==> src/rtl/core/servo_frame_receiver_core_defines.svh <==
// assertion macros for the servo frame receiver core
// used by modules that carry concurrent checks; expects i_clk and i_rst_n in scope
`ifndef SERVO_FRAME_RECEIVER_CORE_DEFINES_SVH
`define SERVO_FRAME_RECEIVER_CORE_DEFINES_SVH

// same-cycle implication, held off during reset
`define SFR_ASSERT_NOW(label, ante, cons, msg) \
    label: assert property (@(posedge i_clk) disable iff (!i_rst_n) (ante) |-> (cons)) \
        else $error(msg);

// next-cycle implication, held off during reset
`define SFR_ASSERT_NEXT(label, ante, cons, msg) \
    label: assert property (@(posedge i_clk) disable iff (!i_rst_n) (ante) |=> (cons)) \
        else $error(msg);

`endif

==> src/rtl/core/sfr_pkg.sv <==
// shared types, codes and constants of the servo frame receiver
// no dependencies
package sfr_pkg;

    localparam int MAX_FRAME_DEFAULT = 32;

    // input item kinds
    localparam logic REQ_BYTE = 1'b0;
    localparam logic REQ_TICK = 1'b1;

    // result status codes
    localparam logic [2:0] ST_OK        = 3'd0;
    localparam logic [2:0] ST_CHECKSUM  = 3'd1;
    localparam logic [2:0] ST_BAD_SIZE  = 3'd2;
    localparam logic [2:0] ST_UNKNOWN_ID = 3'd3;
    localparam logic [2:0] ST_TIMEOUT   = 3'd4;

    // configuration register indexes
    localparam logic [1:0] CFG_HEADER_WORD   = 2'd0;
    localparam logic [1:0] CFG_MAX_NODE_ID   = 2'd1;
    localparam logic [1:0] CFG_TIMEOUT_TICKS = 2'd2;

    localparam logic [15:0] HEADER_WORD_RST   = 16'hFFFF;
    localparam logic [7:0]  MAX_NODE_ID_RST   = 8'd253;
    localparam logic [15:0] TIMEOUT_TICKS_RST = 16'd100;

    typedef struct packed {
        logic       req_type;
        logic [7:0] rx_byte;
    } t_sfr_in;

    typedef struct packed {
        logic [2:0] status;
        logic [7:0] node_id;
        logic [7:0] frame_size;
        logic [7:0] status_byte;
        logic [7:0] content_byte;
        logic [4:0] content_index;
        logic       last;
    } t_sfr_out;

    typedef struct packed {
        logic [15:0] header_word;
        logic [7:0]  max_node_id;
        logic [15:0] timeout_ticks;
    } t_sfr_cfg;

    // result request from the parser to the emitter
    typedef struct packed {
        logic       valid;
        logic       burst;   // play back stored content instead of one result
        logic [2:0] status;
        logic [7:0] node_id;
        logic [7:0] frame_size;
        logic [7:0] status_byte;
    } t_sfr_cmd;

endpackage

==> src/rtl/core/sfr_content_ram.sv <==
// content byte store: one write port, one read port with registered data
// depends on the store depth handed down from the top level
module sfr_content_ram #(
    parameter int DEPTH = 25,
    parameter int AW    = 5
) (
    input  logic          i_clk,
    input  logic          i_we,
    input  logic [AW-1:0] i_waddr,
    input  logic [7:0]    i_wdata,
    input  logic          i_re,
    input  logic [AW-1:0] i_raddr,
    output logic [7:0]    o_rdata
);

    logic [7:0] r_mem [DEPTH];
    logic [7:0] r_rdata;

    always_ff @(posedge i_clk) begin
        if (i_we) begin
            r_mem[i_waddr] <= i_wdata;
        end
    end

    always_ff @(posedge i_clk) begin
        if (i_re) begin
            r_rdata <= r_mem[i_raddr];
        end
    end

    assign o_rdata = r_rdata;

endmodule

==> src/rtl/core/sfr_parser.sv <==
// frame state machine: header hunt, field capture, checksum, timeout
// depends on sfr_pkg; writes content bytes into sfr_content_ram
module sfr_parser #(
    parameter int MAX_FRAME = sfr_pkg::MAX_FRAME_DEFAULT,
    parameter int CW        = 5,
    parameter int AW        = 5
) (
    input  logic              i_clk,
    input  logic              i_rst_n,
    input  logic              i_accept,
    input  sfr_pkg::t_sfr_in  i_item,
    input  sfr_pkg::t_sfr_cfg i_cfg,
    output sfr_pkg::t_sfr_cmd o_cmd,
    output logic [CW-1:0]     o_count,
    output logic              o_we,
    output logic [AW-1:0]     o_waddr,
    output logic [7:0]        o_wdata
);
    import sfr_pkg::*;

    localparam int STORE_DEPTH = MAX_FRAME - 7;
    localparam int SIZE_LIMIT  = MAX_FRAME - 5;

    typedef enum logic [5:0] {
        PH_HUNT = 6'b000001,
        PH_ID   = 6'b000010,
        PH_LEN  = 6'b000100,
        PH_STAT = 6'b001000,
        PH_DATA = 6'b010000,
        PH_SUM  = 6'b100000
    } t_phase;

    t_phase        r_phase, n_phase;
    logic          r_got_first, n_got_first;
    logic [7:0]    r_frame_id, n_frame_id;
    logic [7:0]    r_frame_len, n_frame_len;
    logic [7:0]    r_frame_stat, n_frame_stat;
    logic [7:0]    r_sum, n_sum;
    logic [CW-1:0] r_count, n_count;
    logic [15:0]   r_ticks, n_ticks;

    logic          do_clear;
    logic [7:0]    b;
    logic [15:0]   ticks_inc;
    logic [CW-1:0] count_inc;
    t_sfr_cmd      cmd;

    assign b         = i_item.rx_byte;
    assign ticks_inc = (r_ticks == 16'hFFFF) ? r_ticks : r_ticks + 16'd1;
    assign count_inc = r_count + CW'(1);

    always_comb begin
        n_phase      = r_phase;
        n_got_first  = r_got_first;
        n_frame_id   = r_frame_id;
        n_frame_len  = r_frame_len;
        n_frame_stat = r_frame_stat;
        n_sum        = r_sum;
        n_count      = r_count;
        n_ticks      = r_ticks;
        do_clear     = 1'b0;
        o_we         = 1'b0;
        cmd          = '0;
        cmd.node_id     = r_frame_id;
        cmd.frame_size  = r_frame_len;
        cmd.status_byte = r_frame_stat;

        if (i_accept) begin
            if (i_item.req_type == REQ_TICK) begin
                if (!(r_phase == PH_HUNT && !r_got_first)) begin
                    n_ticks = ticks_inc;
                    if (ticks_inc >= i_cfg.timeout_ticks) begin
                        cmd.valid  = 1'b1;
                        cmd.status = ST_TIMEOUT;
                        do_clear   = 1'b1;
                    end
                end
            end else begin
                unique case (r_phase)
                    PH_HUNT: begin
                        if (!r_got_first) begin
                            if (b == i_cfg.header_word[7:0]) begin
                                n_got_first = 1'b1;
                                n_ticks     = 16'd0;
                            end
                        end else if (b == i_cfg.header_word[15:8]) begin
                            n_got_first = 1'b0;
                            n_phase     = PH_ID;
                        end else begin
                            do_clear = 1'b1;
                        end
                    end
                    PH_ID: begin
                        n_frame_id  = b;
                        cmd.node_id = b;
                        if (b > i_cfg.max_node_id) begin
                            cmd.valid  = 1'b1;
                            cmd.status = ST_UNKNOWN_ID;
                            do_clear   = 1'b1;
                        end else begin
                            n_sum   = b;
                            n_phase = PH_LEN;
                        end
                    end
                    PH_LEN: begin
                        n_frame_len    = b;
                        cmd.frame_size = b;
                        if (b > 8'(SIZE_LIMIT) || b < 8'd2) begin
                            cmd.valid  = 1'b1;
                            cmd.status = ST_BAD_SIZE;
                            do_clear   = 1'b1;
                        end else begin
                            n_sum   = r_sum + b;
                            n_phase = PH_STAT;
                        end
                    end
                    PH_STAT: begin
                        n_frame_stat = b;
                        n_sum        = r_sum + b;
                        n_count      = '0;
                        n_phase      = (r_frame_len == 8'd2) ? PH_SUM : PH_DATA;
                    end
                    PH_DATA: begin
                        o_we    = (r_count < CW'(STORE_DEPTH));
                        n_count = count_inc;
                        n_sum   = r_sum + b;
                        // length is at least three here, so length-2 stays positive
                        if (9'(count_inc) >= ({1'b0, r_frame_len} - 9'd2)) begin
                            n_phase = PH_SUM;
                        end
                    end
                    PH_SUM: begin
                        cmd.valid = 1'b1;
                        if (b != ~r_sum) begin
                            cmd.status = ST_CHECKSUM;
                        end else begin
                            cmd.status = ST_OK;
                            cmd.burst  = (r_count != '0);
                        end
                        do_clear = 1'b1;
                    end
                    default: begin
                        do_clear = 1'b1;
                    end
                endcase
            end
        end

        if (do_clear) begin
            n_phase      = PH_HUNT;
            n_got_first  = 1'b0;
            n_frame_id   = 8'd0;
            n_frame_len  = 8'd0;
            n_frame_stat = 8'd0;
            n_sum        = 8'd0;
            n_count      = '0;
            n_ticks      = 16'd0;
        end
    end

    always_ff @(posedge i_clk) begin
        if (!i_rst_n) begin
            r_phase      <= PH_HUNT;
            r_got_first  <= 1'b0;
            r_frame_id   <= 8'd0;
            r_frame_len  <= 8'd0;
            r_frame_stat <= 8'd0;
            r_sum        <= 8'd0;
            r_count      <= '0;
            r_ticks      <= 16'd0;
        end else begin
            r_phase      <= n_phase;
            r_got_first  <= n_got_first;
            r_frame_id   <= n_frame_id;
            r_frame_len  <= n_frame_len;
            r_frame_stat <= n_frame_stat;
            r_sum        <= n_sum;
            r_count      <= n_count;
            r_ticks      <= n_ticks;
        end
    end

    assign o_cmd   = cmd;
    assign o_count = r_count;
    assign o_waddr = r_count[AW-1:0];
    assign o_wdata = b;

endmodule

==> src/rtl/core/sfr_emitter.sv <==
// result sequencer and output register: single results and content playback
// depends on sfr_pkg and the assertion macro header; reads sfr_content_ram
`include "servo_frame_receiver_core_defines.svh"
module sfr_emitter #(
    parameter int CW        = 5,
    parameter int AW        = 5
) (
    input  logic              i_clk,
    input  logic              i_rst_n,
    input  sfr_pkg::t_sfr_cmd i_cmd,
    input  logic [CW-1:0]     i_count,
    output logic              o_re,
    output logic [AW-1:0]     o_raddr,
    input  logic [7:0]        i_rdata,
    output logic              o_out_valid,
    input  logic              i_out_ready,
    output sfr_pkg::t_sfr_out o_out_item,
    output logic              o_idle
);
    import sfr_pkg::*;

    typedef enum logic [3:0] {
        E_IDLE   = 4'b0001,
        E_SINGLE = 4'b0010,
        E_READ   = 4'b0100,
        E_PUSH   = 4'b1000
    } t_emit_state;

    t_emit_state   r_state, n_state;
    logic [CW-1:0] r_n, n_n;
    logic [CW-1:0] r_idx, n_idx;
    logic [2:0]    r_status;
    logic [7:0]    r_id, r_len, r_stat;
    logic          r_out_valid, n_out_valid;
    t_sfr_out      r_out, n_out;
    logic          out_free;
    logic          is_last;

    assign out_free = !r_out_valid || i_out_ready;
    assign is_last  = ((r_idx + CW'(1)) == r_n);

    always_comb begin
        n_state     = r_state;
        n_n         = r_n;
        n_idx       = r_idx;
        n_out       = r_out;
        n_out_valid = r_out_valid && !i_out_ready;
        o_re        = 1'b0;
        unique case (r_state)
            E_IDLE: begin
                if (i_cmd.valid) begin
                    n_n     = i_count;
                    n_idx   = '0;
                    n_state = i_cmd.burst ? E_READ : E_SINGLE;
                end
            end
            E_SINGLE: begin
                if (out_free) begin
                    n_out_valid         = 1'b1;
                    n_out.status        = r_status;
                    n_out.node_id       = r_id;
                    n_out.frame_size    = r_len;
                    n_out.status_byte   = r_stat;
                    n_out.content_byte  = 8'd0;
                    n_out.content_index = 5'd0;
                    n_out.last          = 1'b1;
                    n_state             = E_IDLE;
                end
            end
            E_READ: begin
                o_re    = 1'b1;
                n_state = E_PUSH;
            end
            E_PUSH: begin
                if (out_free) begin
                    n_out_valid         = 1'b1;
                    n_out.status        = ST_OK;
                    n_out.node_id       = r_id;
                    n_out.frame_size    = r_len;
                    n_out.status_byte   = r_stat;
                    n_out.content_byte  = i_rdata;
                    n_out.content_index = 5'(r_idx);
                    n_out.last          = is_last;
                    n_idx               = r_idx + CW'(1);
                    n_state             = is_last ? E_IDLE : E_READ;
                end
            end
            default: begin
                n_state = E_IDLE;
            end
        endcase
    end

    always_ff @(posedge i_clk) begin
        if (!i_rst_n) begin
            r_state     <= E_IDLE;
            r_out_valid <= 1'b0;
            r_n         <= '0;
            r_idx       <= '0;
        end else begin
            r_state     <= n_state;
            r_out_valid <= n_out_valid;
            r_n         <= n_n;
            r_idx       <= n_idx;
        end
    end

    // payload registers
    always_ff @(posedge i_clk) begin
        r_out <= n_out;
        if (r_state == E_IDLE && i_cmd.valid) begin
            r_status <= i_cmd.status;
            r_id     <= i_cmd.node_id;
            r_len    <= i_cmd.frame_size;
            r_stat   <= i_cmd.status_byte;
        end
    end

    assign o_raddr     = r_idx[AW-1:0];
    assign o_out_valid = r_out_valid;
    assign o_out_item  = r_out;
    assign o_idle      = (r_state == E_IDLE);

    `SFR_ASSERT_NOW(a_cmd_only_when_idle, i_cmd.valid, r_state == E_IDLE,
        "result request arrived while emitter busy")
    `SFR_ASSERT_NEXT(a_read_then_push, o_re, r_state == E_PUSH,
        "content read not followed by push")
    `SFR_ASSERT_NOW(a_read_in_range, r_state == E_READ, r_idx < r_n,
        "content read past stored count")

endmodule

==> src/rtl/core/servo_frame_receiver_core.sv <==
// servo frame receiver: an error, timeout or empty frame result is registered in the
// emitter state and then in the output register; a good frame plays back its content
// results in turn, each a memory read then an output load, and waits while the output
// register is held; input is held off until the last result is in
// the output register; reset is synchronous active low, clears the frame state and
// restores config defaults; the content memory is not cleared and is read only where written
module servo_frame_receiver_core #(
    parameter int MAX_FRAME = sfr_pkg::MAX_FRAME_DEFAULT
) (
    input  logic              i_clk,
    input  logic              i_rst_n,
    // item input: received bytes and millisecond ticks
    input  logic              i_in_valid,
    output logic              o_in_ready,
    input  sfr_pkg::t_sfr_in  i_in_item,
    // results
    output logic              o_out_valid,
    input  logic              i_out_ready,
    output sfr_pkg::t_sfr_out o_out_item,
    // configuration writes
    input  logic              i_cfg_valid,
    output logic              o_cfg_ready,
    input  logic [1:0]        i_cfg_index,
    input  logic [15:0]       i_cfg_data
);
    import sfr_pkg::*;

    // content memory holds length-2 bytes of the largest legal frame
    localparam int STORE_DEPTH = MAX_FRAME - 7;
    localparam int CW = $clog2(STORE_DEPTH + 1);
    localparam int AW = (STORE_DEPTH > 1) ? $clog2(STORE_DEPTH) : 1;

    t_sfr_cfg      r_cfg;
    t_sfr_cmd      cmd;
    logic [CW-1:0] count;
    logic          accept;
    logic          emit_idle;
    logic          we, re;
    logic [AW-1:0] waddr, raddr;
    logic [7:0]    wdata, rdata;

    // config port always open; user must write with no item in flight; not enforced
    assign o_cfg_ready = 1'b1;

    always_ff @(posedge i_clk) begin
        if (!i_rst_n) begin
            r_cfg.header_word   <= HEADER_WORD_RST;
            r_cfg.max_node_id   <= MAX_NODE_ID_RST;
            r_cfg.timeout_ticks <= TIMEOUT_TICKS_RST;
        end else if (i_cfg_valid) begin
            unique case (i_cfg_index)
                CFG_HEADER_WORD:   r_cfg.header_word   <= i_cfg_data;
                CFG_MAX_NODE_ID:   r_cfg.max_node_id   <= i_cfg_data[7:0];
                CFG_TIMEOUT_TICKS: r_cfg.timeout_ticks <= i_cfg_data;
                default: begin
                    // unmapped index, write dropped
                end
            endcase
        end
    end

    // one item at a time: the parser takes an item whenever the emitter has no
    // result request in hand; a result waiting in the output register does not block
    assign o_in_ready = emit_idle;
    assign accept     = i_in_valid && o_in_ready;

    sfr_parser #(
        .MAX_FRAME (MAX_FRAME),
        .CW        (CW),
        .AW        (AW)
    ) u_parser (
        .i_clk   (i_clk),
        .i_rst_n (i_rst_n),
        .i_accept(accept),
        .i_item  (i_in_item),
        .i_cfg   (r_cfg),
        .o_cmd   (cmd),
        .o_count (count),
        .o_we    (we),
        .o_waddr (waddr),
        .o_wdata (wdata)
    );

    // writes happen only while receiving content, reads only during playback,
    // so the two ports never touch the same entry in one cycle
    sfr_content_ram #(
        .DEPTH (STORE_DEPTH),
        .AW    (AW)
    ) u_ram (
        .i_clk  (i_clk),
        .i_we   (we),
        .i_waddr(waddr),
        .i_wdata(wdata),
        .i_re   (re),
        .i_raddr(raddr),
        .o_rdata(rdata)
    );

    sfr_emitter #(
        .CW        (CW),
        .AW        (AW)
    ) u_emitter (
        .i_clk      (i_clk),
        .i_rst_n    (i_rst_n),
        .i_cmd      (cmd),
        .i_count    (count),
        .o_re       (re),
        .o_raddr    (raddr),
        .i_rdata    (rdata),
        .o_out_valid(o_out_valid),
        .i_out_ready(i_out_ready),
        .o_out_item (o_out_item),
        .o_idle     (emit_idle)
    );

endmodule

==> config.mk <==
export PLATFORM = sky130hd
export DESIGN_NAME = servo_frame_receiver_core
export DESIGN_NICKNAME = d
export VERILOG_FILES = /design/src/rtl/core/sfr_pkg.sv /design/src/rtl/core/sfr_content_ram.sv /design/src/rtl/core/sfr_parser.sv /design/src/rtl/core/sfr_emitter.sv /design/src/rtl/core/servo_frame_receiver_core.sv
export VERILOG_INCLUDE_DIRS = /design/src /design/src/rtl/core
export SDC_FILE = /design/constraint.sdc
export NUM_CORES = 1
export LEC_CHECK = 0
export CORE_UTILIZATION = 55
export CTS_CLUSTER_DIAMETER = 60
export DETAILED_ROUTE_END_ITERATION = 8
export DONT_BUFFER_PORTS = 1
export PLACE_DENSITY = 0.72
export SLEW_MARGIN = 20
export SYNTH_ARGS = -nofsm -noshare
export SYNTH_HDL_FRONTEND = slang
export SYNTH_SLANG_ARGS = --single-unit
==> constraint.sdc <==
create_clock -name i_clk -period 6.28 [get_ports i_clk]
set_clock_uncertainty 0.15 [all_clocks]
set_input_delay 1.256 -clock i_clk [delete_from_list [all_inputs] [get_ports i_clk]]
set_output_delay 1.256 -clock i_clk [all_outputs]
set_load 0.01 [all_outputs]
==> metrics.md <==
| Metric | Value |
|---|---|
| Status | complete, no violations |
| Slowest cell delay on critical path | 0.76 ns |
| PD cells | 281.7 mW/mm^2 |
| Final Hold Viols | 0 |
| Die height | 176.2 um |
| Layout fillers | 2,205 |
| CTS root buf | clkbuf_16 |
| CP required | 6.31 ns |
| Die width | 176.2 um |
| Leak | 6.243 nW |
| GPL Wtd Cong | 0.8509 |
| Die area | 0.03106 mm^2 |
| Arrival @ worst endpoint | 4.64 ns |
| GRT overflow | 0 |
| H-tree Lvls | 2 |
| CTS tree | built |
| Yosys reg bits | 391 |
| Wirelength per Cell | 21.16 um |
| Setup TNS | 0 ns |
| Avg Synthesized Cell Area | 13.52 um^2 |
| Boundary pin count | 76 |
| CP Buf/Inv Count | 1 |
| Slew at the pin with the worst max-slew slack | 0.9806 ns |
| Mapped Cells | 1,235 |
| Initial DRC Count | 1,026 |
| Max FO, Critical Path | 32 |
| Vias in the first global route | 9,624 |
| # DRC | 0 |
| Reg area | 0.01060 mm^2 |
| CP Launch Type | register |
| Syn_nets | 1,311 |
| Fmax achieved | 0.2170 GHz |
| Reg-to-Reg Start | u_parser.r_ticks[0] |
| Global-route wire length before repair | 54.74 mm |
| Antenna diode count | 0 |
| Synth Cell Area | 0.01670 mm^2 |
| Clock insertion delay at the later pin of the skew report | 0.53 ns |
| # setup viols final | 0 |
| Yosys warns | 0 |
| Clock Sinks | 391 |
| CP max stage cell | nor4_1 |
| Worst setup path endpoint | u_emitter.r_len[3] |
| CP delay by family, top | simple AND/OR/NAND/NOR gates |
| Total of max-cap violations | 0 |
| Met3 Track Usage GR | 0.04479 |
| Crit. path cell count | 14 |
| Critical path type | register to register |
| Post-CTS Resized | 0 |
| Asr flop ratio synth | 0 |
| Hold_buf cts | 0 |
| Netlist cell types | 65 |
| Fin nets | 1,300 |
| Total GRT Usage | 0.2326 |
| Main synth FF type | edfxtp_1 |
| GR peak layer | met2 |
| Initial Util | 0.5618 |
| Post-CTS Setup Inserts | 0 |
| CP cell instances | ha_1, nand3_1, nor4_1, nor2_1, nand2_1, xnor2_1, ha_1, a21o_1, a21o_1, a21oi_1, nand2_1, o21a_2, nor3_4, inv_2 |
| Min cycle time layout | 4.608 ns |
| Hold_ws | 0.2692 ns |
| EDFF count, synth | 276 |
| Max clock buf depth | 3 |
| Core box area | 0.02972 mm^2 |
| Final WL | 34.79 mm |
| Slew HR | 0.3434 |
| Area of the multi-input gates | 0.005704 mm^2 |
| CTS buffer count | 40 |
| Grt met2 use | 0.3771 |
| Vias | 9,727 |
| Crit path from | u_parser.r_ticks[0] |
| Maximum vdd ir drop | 208.4 uV |
| Remaining antenna violation count | 0 |
| Final slew viol count | 0 |
| PortBufs | 0 |
| Grt met1 use | 0.3202 |
| Post-DP HPWL | 22.13 mm |
| Critical path capture point type | register |
| DR vias/cell | 5.917 |
| Initial antenna violation count | 1 |
| Final Cycle Share | 0.7337 |
| Worst hold path class | register to register |
| Clk pin slew, worst setup/hold paths | 0.06 ns |
| RSZ-0062 raised after global routing | false |
| Post-synthesis sequential area ratio | 0.6343 |
| FP Rows | 63 |
| R2r setup slk | 1.67 ns |
| Largest net degree at the start of global routing | 61 |
| TritonRoute pass-1 iters | 5 |
| Worst r2r dst | u_emitter.r_len[3] |
| Layout cells sized above 1 | 0.1356 |
| Layout area overhead | 9.862% |
| R2R cell count | 14 |
==> worst min-delay path by stage <==
stage,startpoint,end,depth (start not counted)
2_1_floorplan,u_emitter.r_stat[0],u_emitter.o_out_item[14],0
3_3_place_gp,u_emitter.r_id[1],u_emitter.o_out_item[31],0
3_5_place_dp,u_emitter.r_stat[1],u_emitter.o_out_item[15],0
4_1_cts,u_emitter.r_id[7],u_emitter.o_out_item[37],0
5_1_grt,u_emitter.r_len[5],u_emitter.o_out_item[27],0
6_report,u_emitter.r_id[7],u_emitter.o_out_item[37],0
==> cell usage after synthesis, drive strengths merged, types with 10 or more instances <==
cell type,number,area share
edfxtp,276,0.50
a21oi,43,0.013
mux4,56,0.076
mux2i,29,0.017
nand3,44,0.013
inv,40,0.0090
nand4,12,0.0045
and2,25,0.0094
clkbuf,48,0.011
nor2,81,0.018
ha,43,0.032
nor3,16,0.0055
buf,17,0.0055
nor2b,26,0.0097
nand2,133,0.030
xnor2,35,0.018
dfxtp,115,0.14
o21ai,30,0.0090
nand2b,10,0.0037
mux2,25,0.017
xor2,13,0.0068
o211ai,15,0.0067
==> state kept, by name (all words and copies together) (netlist names) <==
name	count
u_emitter.r_len	8
u_emitter.o_out_valid	1
u_parser.r_phase	6
u_emitter.r_state	4
u_parser.r_got_first	1
u_emitter.r_status	3
u_parser.r_frame_stat	8
u_parser.r_frame_len	8
u_emitter.o_raddr	5
u_parser.r_ticks	16
u_parser.r_frame_id	8
u_emitter.r_id	8
r_cfg	40
u_parser.o_count	5
u_emitter.o_out_item	41
u_emitter.r_stat	8
u_parser.r_sum	8
u_ram.r_mem	200
u_emitter.r_n	5
u_ram.o_rdata	8
==> per-stage QoR <==
stage	cells	util	total power, mW	setup WS [ns]	area [um^2]
floorplan	1235	-	2.889	2.154	16700
global placement	1571	0.5725	2.890	1.518	17010
detailed placement	1571	0.5725	2.892	1.553	17010
CTS	1643	0.6161	5.196	1.518	18310
finish	1644	0.6172	5.167	1.672	18340
global route	1644	0.6172	5.300	1.399	18340
==> power breakdown <==
part           internal [mW]  switching [mW]
Clock                   1.38           0.948
Combinational         0.0296          0.0437
Sequential              2.76         0.00583
==> cells by family (layout without fill, tap and decap cells) <==
logic type | Yosys count | after routing | share of synthesized area
XOR/XNOR | 48 | 48 | 0.02518
buffers and inverters | 105 | 124 | 0.02525
AND/OR/NAND/NOR | 392 | 392 | 0.1153
flip-flops | 391 | 391 | 0.6343
multiplexers | 110 | 110 | 0.1098
AO/OA/AOI/OAI | 144 | 144 | 0.05651
other | 1 | 1 | 0.0002246
adder cells (fa/ha/maj) | 44 | 44 | 0.03342
==> cell usage in the layout (no fill, tap or decap), drive strengths merged, types with 26 or more instances in the layout <==
master,Yosys,routed
a21oi,43,43
o21ai,30,30
nand3,44,44
nor2,81,81
dfxtp,115,115
mux2i,29,29
nand2,133,133
ha,43,43
nor2b,26,26
mux4,56,56
edfxtp,276,276
inv,40,42
xnor2,35,35
clkbuf,48,55
==> cell type report <==
type | instances | area share
clock buffers | 55 | 0.06153
well taps | 390 | 0.02660
multi-input cells | 739 | 0.3110
clock inverters | 17 | 0.009072
inverters | 40 | 0.008186
flip-flops and latches | 391 | 0.5776
repair buffers | 12 | 0.006003
==> metal layers <==
| layer | share of wire | wire length, um | up-vias |
|---|---|---|---|
| li1 | - | - | 4541 |
| met1 | 0.44 | 15140 | 4825 |
| met2 | 0.48 | 16630 | 304 |
| met3 | 0.065 | 2251 | 57 |
| met4 | 0.022 | 765 | 0 |
| met5 | 0 | 0 | - |
Power figures use the tool's default switching activity.
